### src/rtl/assert_macros.svh
// Assertion macros for the RTL top level
`ifndef ASSERT_MACROS_SVH
`define ASSERT_MACROS_SVH

// Same-cycle implication, checked outside reset
`define ASSERT_IMP(lbl, clk, rst_n, ante, cons, msg) \
    lbl: assert property (@(posedge clk) disable iff (!rst_n) (ante) |-> (cons)) \
        else $error(msg);

// Next-cycle implication, checked outside reset
`define ASSERT_NXT(lbl, clk, rst_n, ante, cons, msg) \
    lbl: assert property (@(posedge clk) disable iff (!rst_n) (ante) |=> (cons)) \
        else $error(msg);

`endif

### src/rtl/b64d_pkg.sv
// Types and constants for the base64 stream decoder
package b64d_pkg;

    localparam int CNT_W = 20;
    localparam int LIM_W = 20;
    localparam logic [CNT_W-1:0] CNT_MAX = {CNT_W{1'b1}};
    localparam logic [LIM_W-1:0] LIM_RESET = {LIM_W{1'b1}};

    localparam logic [7:0] CH_PAD   = 8'h3D;
    localparam logic [7:0] CH_PLUS  = 8'h2B;
    localparam logic [7:0] CH_SLASH = 8'h2F;

    localparam logic [5:0] SXT_PLUS  = 6'd62;
    localparam logic [5:0] SXT_SLASH = 6'd63;

    // slot order: first byte, second byte, third byte, summary record
    localparam int SLOT_B0  = 0;
    localparam int SLOT_B1  = 1;
    localparam int SLOT_B2  = 2;
    localparam int SLOT_SUM = 3;

    typedef struct packed {
        logic [3:0]            mask;
        logic [2:0][7:0]       bytes;
        logic [3:0][CNT_W-1:0] counts;
        logic                  lim_hit;
    } t_bundle;

    typedef struct packed {
        logic       ok;
        logic [5:0] val;
    } t_sxt;

endpackage

### src/rtl/b64d_if.sv
// Channel interfaces: source characters, decoded results, limit register writes
interface b64d_in_if;
    logic       valid;
    logic       ready;
    logic       has_char;
    logic [7:0] in_char;
    logic       end_of_source;

    modport source (output valid, has_char, in_char, end_of_source, input ready);
    modport sink   (input valid, has_char, in_char, end_of_source, output ready);
endinterface

interface b64d_out_if;
    logic                      valid;
    logic                      ready;
    logic                      is_data;
    logic [7:0]                out_byte;
    logic [b64d_pkg::CNT_W-1:0] byte_count;
    logic                      limit_reached;
    logic                      last;

    modport source (output valid, is_data, out_byte, byte_count, limit_reached, last,
                    input ready);
    modport sink   (input valid, is_data, out_byte, byte_count, limit_reached, last,
                    output ready);
endinterface

interface b64d_cfg_if;
    logic                      valid;
    logic                      ready;
    logic [b64d_pkg::LIM_W-1:0] out_limit;

    modport source (output valid, out_limit, input ready);
    modport sink   (input valid, out_limit, output ready);
endinterface

### src/rtl/b64d_core.sv
// Group assembly, limit tracking and result bundle generation
module b64d_core (
    input  logic                       i_clk,
    input  logic                       i_rst_n,
    input  logic                       i_take,
    input  logic                       i_has_char,
    input  logic [7:0]                 i_char,
    input  logic                       i_eos,
    input  logic [b64d_pkg::LIM_W-1:0] i_limit,
    output b64d_pkg::t_bundle          o_bundle
);

    logic [23:0]                r_bits, n_bits;
    logic [1:0]                 r_fill, n_fill;
    logic                       r_pad, n_pad;
    logic [b64d_pkg::CNT_W-1:0] r_cnt, n_cnt;
    logic                       r_stopped, n_stopped;

    b64d_pkg::t_sxt             sx;
    logic [23:0]                gb;
    logic [b64d_pkg::CNT_W-1:0] cnt1, cnt2, cnt3, cnt_new;
    logic                       e0, e1, e2;
    logic [1:0]                 nb;

    function automatic b64d_pkg::t_sxt sextet(input logic [7:0] ch);
        b64d_pkg::t_sxt r;
        r.ok  = 1'b1;
        r.val = 6'd0;
        if (ch inside {[8'h41:8'h5A]}) begin
            r.val = 6'(ch - 8'd65);
        end else if (ch inside {[8'h61:8'h7A]}) begin
            r.val = 6'(ch - 8'd71);
        end else if (ch inside {[8'h30:8'h39]}) begin
            r.val = 6'(ch + 8'd4);
        end else if (ch == b64d_pkg::CH_PLUS) begin
            r.val = b64d_pkg::SXT_PLUS;
        end else if (ch == b64d_pkg::CH_SLASH) begin
            r.val = b64d_pkg::SXT_SLASH;
        end else if (ch != b64d_pkg::CH_PAD) begin
            r.ok = 1'b0;
        end
        return r;
    endfunction

    function automatic logic room(input logic [b64d_pkg::CNT_W-1:0] x,
                                  input logic [b64d_pkg::LIM_W-1:0] lim);
        return (x < lim) && (x < b64d_pkg::CNT_MAX);
    endfunction

    always_comb begin
        sx   = sextet(i_char);
        gb   = {r_bits[17:0], sx.val};
        cnt1 = r_cnt + b64d_pkg::CNT_W'(1);
        cnt2 = r_cnt + b64d_pkg::CNT_W'(2);
        cnt3 = r_cnt + b64d_pkg::CNT_W'(3);

        n_bits    = r_bits;
        n_fill    = r_fill;
        n_pad     = r_pad;
        n_stopped = r_stopped;
        e0 = 1'b0;
        e1 = 1'b0;
        e2 = 1'b0;

        if (i_has_char && !r_stopped) begin
            if (!room(r_cnt, i_limit)) begin
                n_stopped = 1'b1;
            end else if (sx.ok) begin
                n_bits = gb;
                if (r_fill == 2'd2) begin
                    n_pad = (i_char == b64d_pkg::CH_PAD);
                end
                if (r_fill != 2'd3) begin
                    n_fill = r_fill + 2'd1;
                end else begin
                    e0     = 1'b1;
                    e1     = !r_pad && room(cnt1, i_limit);
                    e2     = (i_char != b64d_pkg::CH_PAD) && room(e1 ? cnt2 : cnt1, i_limit);
                    n_bits = '0;
                    n_fill = '0;
                    n_pad  = 1'b0;
                end
            end
        end

        nb      = {1'b0, e0} + {1'b0, e1} + {1'b0, e2};
        cnt_new = r_cnt + b64d_pkg::CNT_W'(nb);
        n_cnt   = cnt_new;
        if (e0 && !room(cnt_new, i_limit)) begin
            n_stopped = 1'b1;
        end

        o_bundle.mask    = {i_eos, e2, e1, e0};
        o_bundle.bytes[b64d_pkg::SLOT_B0]  = gb[23:16];
        o_bundle.bytes[b64d_pkg::SLOT_B1]  = gb[15:8];
        o_bundle.bytes[b64d_pkg::SLOT_B2]  = gb[7:0];
        o_bundle.counts[b64d_pkg::SLOT_B0] = cnt1;
        o_bundle.counts[b64d_pkg::SLOT_B1] = cnt2;
        o_bundle.counts[b64d_pkg::SLOT_B2] = e1 ? cnt3 : cnt2;
        o_bundle.counts[b64d_pkg::SLOT_SUM] = cnt_new;
        o_bundle.lim_hit = (cnt_new == i_limit);

        // end of source: drop partial group, start afresh
        if (i_eos) begin
            n_bits    = '0;
            n_fill    = '0;
            n_pad     = 1'b0;
            n_cnt     = '0;
            n_stopped = 1'b0;
        end
    end

    always_ff @(posedge i_clk) begin
        if (!i_rst_n) begin
            r_bits    <= '0;
            r_fill    <= '0;
            r_pad     <= 1'b0;
            r_cnt     <= '0;
            r_stopped <= 1'b0;
        end else if (i_take) begin
            r_bits    <= n_bits;
            r_fill    <= n_fill;
            r_pad     <= n_pad;
            r_cnt     <= n_cnt;
            r_stopped <= n_stopped;
        end
    end

endmodule

### src/rtl/b64d_ser.sv
// Result register: holds one bundle and sends its slots one transfer at a time
module b64d_ser (
    input  logic                       i_clk,
    input  logic                       i_rst_n,
    input  logic                       i_load,
    input  b64d_pkg::t_bundle          i_bundle,
    output logic                       o_free,
    input  logic                       i_ready,
    output logic                       o_valid,
    output logic                       o_is_data,
    output logic [7:0]                 o_out_byte,
    output logic [b64d_pkg::CNT_W-1:0] o_byte_count,
    output logic                       o_limit_reached,
    output logic                       o_last
);

    b64d_pkg::t_bundle r_bun;
    logic [3:0]        r_mask, n_mask;
    logic [3:0]        pick;
    logic              xfer;

    always_comb begin
        pick    = r_mask & (~r_mask + 4'd1);
        o_valid = (r_mask != 4'd0);
        o_last  = ((r_mask & ~pick) == 4'd0);
        xfer    = o_valid && i_ready;
        o_free  = !o_valid || (xfer && o_last);

        o_is_data       = 1'b1;
        o_limit_reached = 1'b0;
        o_out_byte      = r_bun.bytes[b64d_pkg::SLOT_B0];
        o_byte_count    = r_bun.counts[b64d_pkg::SLOT_B0];
        case (pick)
            4'b0010: begin
                o_out_byte   = r_bun.bytes[b64d_pkg::SLOT_B1];
                o_byte_count = r_bun.counts[b64d_pkg::SLOT_B1];
            end
            4'b0100: begin
                o_out_byte   = r_bun.bytes[b64d_pkg::SLOT_B2];
                o_byte_count = r_bun.counts[b64d_pkg::SLOT_B2];
            end
            4'b1000: begin
                o_is_data       = 1'b0;
                o_out_byte      = 8'd0;
                o_byte_count    = r_bun.counts[b64d_pkg::SLOT_SUM];
                o_limit_reached = r_bun.lim_hit;
            end
            default: begin
            end
        endcase

        n_mask = r_mask;
        if (i_load) begin
            n_mask = i_bundle.mask;
        end else if (xfer) begin
            n_mask = r_mask & ~pick;
        end
    end

    always_ff @(posedge i_clk) begin
        if (!i_rst_n) begin
            r_mask <= '0;
        end else begin
            r_mask <= n_mask;
        end
    end

    always_ff @(posedge i_clk) begin
        if (i_load) begin
            r_bun <= i_bundle;
        end
    end

endmodule

### src/rtl/base64_stream_decoder.sv
// Base64 stream decoder: one source character per transfer, decoded bytes out
// The first result of an item is registered and valid in the cycle after its input transfer.
// Throughput: one item per cycle while the result side is ready and each item gives at most one
// result; an item giving several results holds the result register until its last result is taken.
// Reset: synchronous active-low; clears group state, count and result register,
// limit returns to its maximum.
`include "assert_macros.svh"

module base64_stream_decoder (
    input  logic       i_clk,
    input  logic       i_rst_n,
    b64d_in_if.sink    i_src,
    b64d_out_if.source o_res,
    b64d_cfg_if.sink   i_cfg
);

    logic [b64d_pkg::LIM_W-1:0] r_limit;
    b64d_pkg::t_bundle          bundle;
    logic                       take;
    logic                       free;

    assign i_cfg.ready = 1'b1;
    assign i_src.ready = free;
    assign take        = i_src.valid && free;

    always_ff @(posedge i_clk) begin
        if (!i_rst_n) begin
            r_limit <= b64d_pkg::LIM_RESET;
        end else if (i_cfg.valid) begin
            r_limit <= i_cfg.out_limit;
        end
    end

    b64d_core u_core (
        .i_clk      (i_clk),
        .i_rst_n    (i_rst_n),
        .i_take     (take),
        .i_has_char (i_src.has_char),
        .i_char     (i_src.in_char),
        .i_eos      (i_src.end_of_source),
        .i_limit    (r_limit),
        .o_bundle   (bundle)
    );

    b64d_ser u_ser (
        .i_clk           (i_clk),
        .i_rst_n         (i_rst_n),
        .i_load          (take),
        .i_bundle        (bundle),
        .o_free          (free),
        .i_ready         (o_res.ready),
        .o_valid         (o_res.valid),
        .o_is_data       (o_res.is_data),
        .o_out_byte      (o_res.out_byte),
        .o_byte_count    (o_res.byte_count),
        .o_limit_reached (o_res.limit_reached),
        .o_last          (o_res.last)
    );

    `ASSERT_IMP(a_sum_last, i_clk, i_rst_n, o_res.valid && !o_res.is_data, o_res.last, "summary record not last")
    `ASSERT_NXT(a_eos_sum, i_clk, i_rst_n, take && i_src.end_of_source, o_res.valid, "no result after end of source")
    `ASSERT_IMP(a_take_free, i_clk, i_rst_n, take && o_res.valid, o_res.ready && o_res.last, "item taken over pending results")

endmodule

### src/flat_wrapper.sv
// flat-port wrapper written by rule: the top's interface ports become plain ports
module base64_stream_decoder_flat 
  (i_clk, i_rst_n, i_src_valid, i_src_has_char, i_src_in_char, i_src_end_of_source, i_src_ready, o_res_valid, o_res_is_data, o_res_out_byte, o_res_byte_count, o_res_limit_reached, o_res_last, o_res_ready, i_cfg_valid, i_cfg_out_limit, i_cfg_ready);
  b64d_in_if i_src_i ();
  b64d_out_if o_res_i ();
  b64d_cfg_if i_cfg_i ();
  input  logic i_clk;
  input  logic i_rst_n;
  input wire logic [$bits(i_src_i.valid)-1:0] i_src_valid;
  input wire logic [$bits(i_src_i.has_char)-1:0] i_src_has_char;
  input wire logic [$bits(i_src_i.in_char)-1:0] i_src_in_char;
  input wire logic [$bits(i_src_i.end_of_source)-1:0] i_src_end_of_source;
  output wire logic [$bits(i_src_i.ready)-1:0] i_src_ready;
  output wire logic [$bits(o_res_i.valid)-1:0] o_res_valid;
  output wire logic [$bits(o_res_i.is_data)-1:0] o_res_is_data;
  output wire logic [$bits(o_res_i.out_byte)-1:0] o_res_out_byte;
  output wire logic [$bits(o_res_i.byte_count)-1:0] o_res_byte_count;
  output wire logic [$bits(o_res_i.limit_reached)-1:0] o_res_limit_reached;
  output wire logic [$bits(o_res_i.last)-1:0] o_res_last;
  input wire logic [$bits(o_res_i.ready)-1:0] o_res_ready;
  input wire logic [$bits(i_cfg_i.valid)-1:0] i_cfg_valid;
  input wire logic [$bits(i_cfg_i.out_limit)-1:0] i_cfg_out_limit;
  output wire logic [$bits(i_cfg_i.ready)-1:0] i_cfg_ready;
  assign i_src_i.valid = i_src_valid;
  assign i_src_i.has_char = i_src_has_char;
  assign i_src_i.in_char = i_src_in_char;
  assign i_src_i.end_of_source = i_src_end_of_source;
  assign i_src_ready = i_src_i.ready;
  assign o_res_valid = o_res_i.valid;
  assign o_res_is_data = o_res_i.is_data;
  assign o_res_out_byte = o_res_i.out_byte;
  assign o_res_byte_count = o_res_i.byte_count;
  assign o_res_limit_reached = o_res_i.limit_reached;
  assign o_res_last = o_res_i.last;
  assign o_res_i.ready = o_res_ready;
  assign i_cfg_i.valid = i_cfg_valid;
  assign i_cfg_i.out_limit = i_cfg_out_limit;
  assign i_cfg_ready = i_cfg_i.ready;
  base64_stream_decoder u_core (.i_clk(i_clk), .i_rst_n(i_rst_n), .i_src(i_src_i), .o_res(o_res_i), .i_cfg(i_cfg_i));
endmodule
### config.mk
export PLATFORM = sky130hd
export DESIGN_NAME = base64_stream_decoder_flat
export DESIGN_NICKNAME = d
export VERILOG_FILES = /design/src/rtl/b64d_pkg.sv /design/src/rtl/b64d_if.sv /design/src/rtl/b64d_core.sv /design/src/rtl/b64d_ser.sv /design/src/rtl/base64_stream_decoder.sv /design/src/flat_wrapper.sv
export VERILOG_INCLUDE_DIRS = /design/src /design/src/rtl
export SDC_FILE = /design/constraint.sdc
export NUM_CORES = 1
export LEC_CHECK = 0
export CAP_MARGIN = 5
export CORE_UTILIZATION = 70
export DETAILED_ROUTE_END_ITERATION = 6
export DONT_BUFFER_PORTS = 1
export PLACE_DENSITY = 0.86
export SLEW_MARGIN = 15
export SYNTH_ARGS = -nofsm -noshare
export SYNTH_HDL_FRONTEND = slang
export SYNTH_SLANG_ARGS = --single-unit
### constraint.sdc
create_clock -name i_clk -period 17.5 [get_ports i_clk]
set_input_delay 2.625 -clock i_clk [delete_from_list [all_inputs] [get_ports i_clk]]
set_output_delay 2.625 -clock i_clk [all_outputs]
set_load 0.01 [all_outputs]
Yosys cells after proc, flatten, opt, wreduce, memory -nomap -nowiden

Index checks and enable logic that the tools add are counted.

Flip-flop bits (word level): 171
Input port bits: 35
Output and inout bits: 34
Logic and storage cells: 137

Add/sub/neg operators: 11
Order comparisons: 14
Equality and inequality tests: 12
Multiplexer cells: 52
Bitwise operators: 4
Reductions and logical operators: 29

Operators by type and width:

| operator                                                                          | count |
|---|---|
| 18-bit two-way mux                                                                | 5 |
| 20-bit < comparator                                                               | 4 |
| 20-bit < comparator (second input constant)                                       | 4 |
| 20-bit two-way mux                                                                | 3 |
| 20-bit one-hot mux with 3 select lines                                            | 1 |
| 20-bit by 2-bit adder with 20-bit output (second input constant)                  | 2 |
| 1-bit two-way mux                                                                 | 30 |
| 6-bit two-way mux                                                                 | 5 |
| 8-bit by 6-bit == test with 1-bit output (second input constant)                  | 3 |
| 8-bit one-hot mux with 3 select lines                                             | 1 |
| 20-bit by 1-bit adder with 20-bit output (second input constant)                  | 1 |
| 20-bit by 2-bit adder with 20-bit output                                          | 1 |
| 20-bit == test                                                                    | 1 |
| 8-bit by 7-bit >= comparator with 1-bit output (second input constant)            | 2 |
| 8-bit by 7-bit less-or-equal comparator with 1-bit output (second input constant) | 2 |
| 1-bit logical AND                                                                 | 14 |
| 2-bit two-way mux                                                                 | 5 |
| 4-bit AND                                                                         | 2 |
| 8-bit by 6-bit >= comparator with 1-bit output (second input constant)            | 1 |
| 8-bit by 6-bit less-or-equal comparator with 1-bit output (second input constant) | 1 |
| 4-bit two-way mux                                                                 | 2 |
| 8-bit by 6-bit != test with 1-bit output (second input constant)                  | 1 |
| 4-bit inverter                                                                    | 2 |
| 2-bit nonzero test                                                                | 4 |
| other kinds (22)                                                                  | 25 |

Depth between registers and ports, before layout

Depth in word-level cells: 20
Gate-level depth with buffers: 43
Depth with buffers taken out: 39

Hierarchy

A second synthesis with hierarchy kept.

Cell total of the unflattened synthesis: 1208
Area, all modules: 11452.2 um^2

By module, submodules not included:

| module                | instances | cells an instance | area an instance (um^2) | sequential area each (um^2) |
|---|---|---|---|---|
| b64d_core             | 1         | 855               | 6346.1                  | 840.8 |
| b64d_ser              | 1         | 286               | 4383.0                  | 3233.1 |
| base64_stream_decoder | 1         | 67                | 723.2                   | 400.4 |

Worst setup path after synthesis

No wires, ideal clock.

Path type: reg2reg
From: register u_core.u_core.r_cnt[1] (netlist bit)
To: register u_core.u_core.r_stopped
Setup time: 0.070 ns
Arrival: 8.694 ns
Data required time: 17.430 ns
Path slack: 8.736 ns
Stages on the path, launching flop included: 43
Path buffers: 3
Clock period less this slack: 8.764 ns
Cell sequence: dfxtp_1 ha_1 buf_2 nand4_4 nor4_1 xnor2_1 inv_1 ha_1 a21o_1 a21o_1 a22oi_1 nand4b_1 a31oi_2 clkbuf_1 nor2_1 nor2_1 ha_1 a21oi_1 [7 not listed] inv_1 ha_1 inv_1 fa_1 nand3b_1 or3_1 clkbuf_1 nor2_1 xnor2_1 inv_1 ha_1 nand4_1 nor2_1 nand4_1 o311ai_0 nor3_1 a211o_1 a21oi_1

RTL lines:

| what                   | line             | source |
|---|---|---|
| from (decl)            | b64d_core.sv:16  | `logic [b64d_pkg::CNT_W-1:0] r_cnt, n_cnt;` |
| from (signal assigned) | b64d_core.sv:124 | `r_cnt <= n_cnt;` |
| to (signal assigned)   | b64d_core.sv:125 | `r_stopped <= n_stopped;` |
| to (decl)              | b64d_core.sv:17  | `logic r_stopped, n_stopped;` |

==> flow_metrics.env <==
export IMPL_nets_finish=1243
export IMPL_unrepaired_setup_endpoints_after_global_routing="no"
export IMPL_cp_slowest_cell="sky130_fd_sc_hd__a31oi_2"
export IMPL_crit_path_start_kind="flip-flop"
export IMPL_ctsResizeCount=0
export IMPL_via_to_cell_ratio=6.933
export IMPL_library_cell_appearing_most_often_on_the_critical_path="sky130_fd_sc_hd__nor2_1"
export IMPL_hold_viol_final=0
export IMPL_synth_xor_area_share_pct=5.740
export IMPL_number_of_buffers_and_inverters_on_the_critical_path=3
export IMPL_route_detailed_drc=0
export IMPL_via_count=9110
export IMPL_cpPeakStageDelay_ps=990
export IMPL_drive_gt1_share_pct=5.961
export IMPL_synthDominantAreaCellType="sky130_fd_sc_hd__edfxtp_1"
export IMPL_synth_top_family_by_area="simple AND/OR/NAND/NOR gates"
export IMPL_grt_pass1_vias=8198
export IMPL_r2r_start="u_core.u_core.r_cnt[12]"
export IMPL_syn_nets=1284
export IMPL_top_level_ports=69
export IMPL_std_cell_rows=45
export IMPL_synth_top_cells_by_count="sky130_fd_sc_hd__nor2_1 (113), sky130_fd_sc_hd__edfxtp_1 (105), sky130_fd_sc_hd__ha_1 (95)"
export IMPL_detail_route_wl_per_cell_um=23.37
export IMPL_final_util_pct=75.89
export IMPL_cts_inserted_buffers=17
export IMPL_worstSetupPathType="flip-flop to flip-flop"
export IMPL_tns_ps=0
export IMPL_first_iter_violations=1273
export IMPL_cts_clk_slew_worst_paths_ps=70
export IMPL_timing_critical_path_fanout_max=24
export IMPL_synthMostInstantiatedCell="sky130_fd_sc_hd__nor2_1"
export IMPL_die_outline_width_um=126.4
export IMPL_final_max_slew_violation_count=0
export IMPL_total_routed_length_mm=30.71
export IMPL_ir_drop_mv=0.06435
export IMPL_number_of_enable_type_register_cells_in_the_synthesized_netlist=105
export IMPL_clk_insertion_delay_late_ps=440
export IMPL_hold_buffers=0
export IMPL_post_dp_hpwl_mm=21.93
export IMPL_cts_htree_levels=4
export IMPL_post_syn_area_mm2=0.01083
export IMPL_ctsLongestPathBuffers=2
export IMPL_report_final_setup_viol=0
export IMPL_synth_area_top_cells="sky130_fd_sc_hd__edfxtp_1 (29%), sky130_fd_sc_hd__dfxtp_1 (12%), sky130_fd_sc_hd__ha_1 (11%)"
export IMPL_outcome="complete, no violations"
export IMPL_worstMarginPinSlew_ps=1142
export IMPL_yosys_most_used_dff="sky130_fd_sc_hd__edfxtp_1"
export IMPL_grt_overflow=0
export IMPL_synth_compound_area_share_pct=16.38
export IMPL_synth_warnings=0
export IMPL_cts_setup_buffers=0
export IMPL_synth_cells=1152
export IMPL_final_area_mm2=0.01149
export IMPL_holdPathStages=0
export IMPL_ys_seq_elements=171
export IMPL_fp_dieH_um=126.4
export IMPL_reg2reg_depth=38
export IMPL_tritoncts="yes"
export IMPL_placed_cell_areas_mm2=0.01084
export IMPL_cts_root_buffer="sky130_fd_sc_hd__clkbuf_16"
export IMPL_start_util_pct=71.53
export IMPL_pwr_density_cell_mw_per_mm2=79.29
export IMPL_hp_class="flip-flop to flip-flop"
export IMPL_avgSynthCellArea_um2=9.405
export IMPL_yosys_area_share_adder_pct=11.43
export IMPL_maxCapViolCount=0
export IMPL_final_min_period_over_clock_period_pct=62.67
export IMPL_period_minus_slack_ps=10970
export IMPL_globalRouteTotalUtil_pct=39.08
export IMPL_place_congestion=0.9885
export IMPL_path_delay_family="simple AND/OR/NAND/NOR gates"
export IMPL_max_slew_margin_pct=23.62
export IMPL_required_ps=17880
export IMPL_hold_end="u_core.u_ser.r_bun[86]"
export IMPL_timing_critical_path_arrival_ps=11350
export IMPL_synth_cell_types=79
export IMPL_final_hold_worst_slack_ps=432.7
export IMPL_p_leak_uw=0.004897
export IMPL_grt_max_degree=82
export IMPL_timing_final_ws_setup_ps=6532
export IMPL_postSynth_asyncResetShare_pct=0
export IMPL_yosysSeqAreaShare_pct=41.30
export IMPL_synthSimpleGateAreaFrac_pct=19.17
export IMPL_max_frequency_mhz=91.18
export IMPL_regToRegEndpoint="u_core.u_core.r_stopped"
export IMPL_dp_worst_setup_slack_ps=6885
export IMPL_post_synth_top_area_fraction_pct=29.10
export IMPL_hp_start="u_core.u_core.r_bits[15]"
export IMPL_drt_pass1_iter_count=7
export IMPL_crit_path_end_kind="flip-flop"
export IMPL_number_of_antenna_violations_at_the_first_check_in_global_routing=2
export IMPL_port_buffers=0
export IMPL_r2r_slack_ps=6530
export IMPL_ant_nets=0
export IMPL_fp_coreArea_mm2=0.01515
export IMPL_dieArea_mm2=0.01598
export IMPL_clkSinkCount=171
export IMPL_post_synth_mux_area_share_pct=0.5659
export IMPL_final_setup_skew_ps=14.50
export IMPL_grt_pass1_wl_mm=46.56
export IMPL_flow_area_growth_from_synthesis_pct=6.086
[cells by family (layout without fill, tap and decap cells)]
| family | Yosys count | count (layout) |
|---|---|---|
| AO/OA/AOI/OAI | 256 | 256 |
| XOR/XNOR | 71 | 71 |
| adder cells (fa/ha/maj) | 98 | 98 |
| buffers and inverters | 141 | 113 |
| flip-flops | 171 | 171 |
| multiplexers | 6 | 6 |
| other | 1 | 3 |
| AND/OR/NAND/NOR | 408 | 408 |
[flip-flops by register name, summed over array words and instances, names as in the netlist]
signal / cells
u_core.u_core.r_fill: 2
u_core.u_ser.r_bun: 105
u_core.u_core.r_pad: 1
u_core.u_ser.r_mask: 4
u_core.u_core.r_stopped: 1
u_core.u_core.r_bits: 18
u_core.u_core.r_cnt: 20
u_core.r_limit: 20
[worst max path at each step]
stage                            startpoint                      end  slack [ps]  cells after the start
floorplan            u_core.u_core.r_cnt[1]  u_core.u_core.r_stopped        8740                     42
global placement    u_core.u_core.r_cnt[12]  u_core.u_core.r_stopped        7260                     38
detailed placement   u_core.u_core.r_cnt[2]  u_core.u_core.r_stopped        6890                     38
CTS                  u_core.u_core.r_cnt[2]  u_core.u_core.r_stopped        6740                     38
global route        u_core.u_core.r_cnt[12]  u_core.u_core.r_stopped        5880                     38
finish              u_core.u_core.r_cnt[12]  u_core.u_core.r_stopped        6530                     38
[final cells by class]
class	count	area [um^2]
Multi-Input combinational cell	840	5786
Clock inverter	14	198.9
Inverter	71	269.0
Timing Repair Buffer	10	75.07
Tap cell	188	235.2
Antenna cell	2	5.005
Clock buffer	18	450.4
Sequential cell	171	4474
Fill cell	1083	3652
[report_power, final]
group          internal (uW)  total (uW)  switching (uW)
combinational           18.8        61.7            42.9
clock                    217         403             186
sequential               441         447            5.39
[layout by cell type (no fill, tap or decap), types with 6 or more instances in the layout]
| cell type | count |
|---|---|
| sky130_fd_sc_hd__a21boi_0 | 15 |
| sky130_fd_sc_hd__and3_1 | 6 |
| sky130_fd_sc_hd__o211ai_1 | 19 |
| sky130_fd_sc_hd__nand4_1 | 27 |
| sky130_fd_sc_hd__a222oi_1 | 28 |
| sky130_fd_sc_hd__nand3_1 | 36 |
| sky130_fd_sc_hd__nor4_1 | 20 |
| sky130_fd_sc_hd__dfxtp_1 | 66 |
| sky130_fd_sc_hd__nor2_1 | 113 |
| sky130_fd_sc_hd__xor2_1 | 25 |
| sky130_fd_sc_hd__nand2_1 | 88 |
| sky130_fd_sc_hd__a21boi_1 | 10 |
| sky130_fd_sc_hd__nor2b_1 | 28 |
| sky130_fd_sc_hd__edfxtp_1 | 105 |
| sky130_fd_sc_hd__a21o_1 | 24 |
| sky130_fd_sc_hd__ha_1 | 95 |
| sky130_fd_sc_hd__xnor2_1 | 46 |
| sky130_fd_sc_hd__buf_4 | 10 |
| sky130_fd_sc_hd__inv_1 | 69 |
| sky130_fd_sc_hd__or3_1 | 7 |
| sky130_fd_sc_hd__clkbuf_16 | 18 |
| sky130_fd_sc_hd__a21oi_1 | 88 |
| sky130_fd_sc_hd__nand2b_1 | 6 |
| sky130_fd_sc_hd__nor3_1 | 38 |
| sky130_fd_sc_hd__o21ai_0 | 24 |
| sky130_fd_sc_hd__and2_1 | 8 |
[per-layer routing]
metal,global-route usage [%],wire length (um),vias up
li1,-,-,4121
met1,57.92,12790,4214
met2,53.75,12370,697
met3,10.29,4478,78
met4,16.37,1071,0
met5,0,0,-
[through the flow]
stage	power, uW	cells
after floorplan	503.8	1152
after global placement	513.2	1280
after detailed placement	515.4	1280
after CTS	911.2	1312
after global routing	934.3	1312
final	911.3	1314
Note: power is estimated with default switching activity, not from simulation.
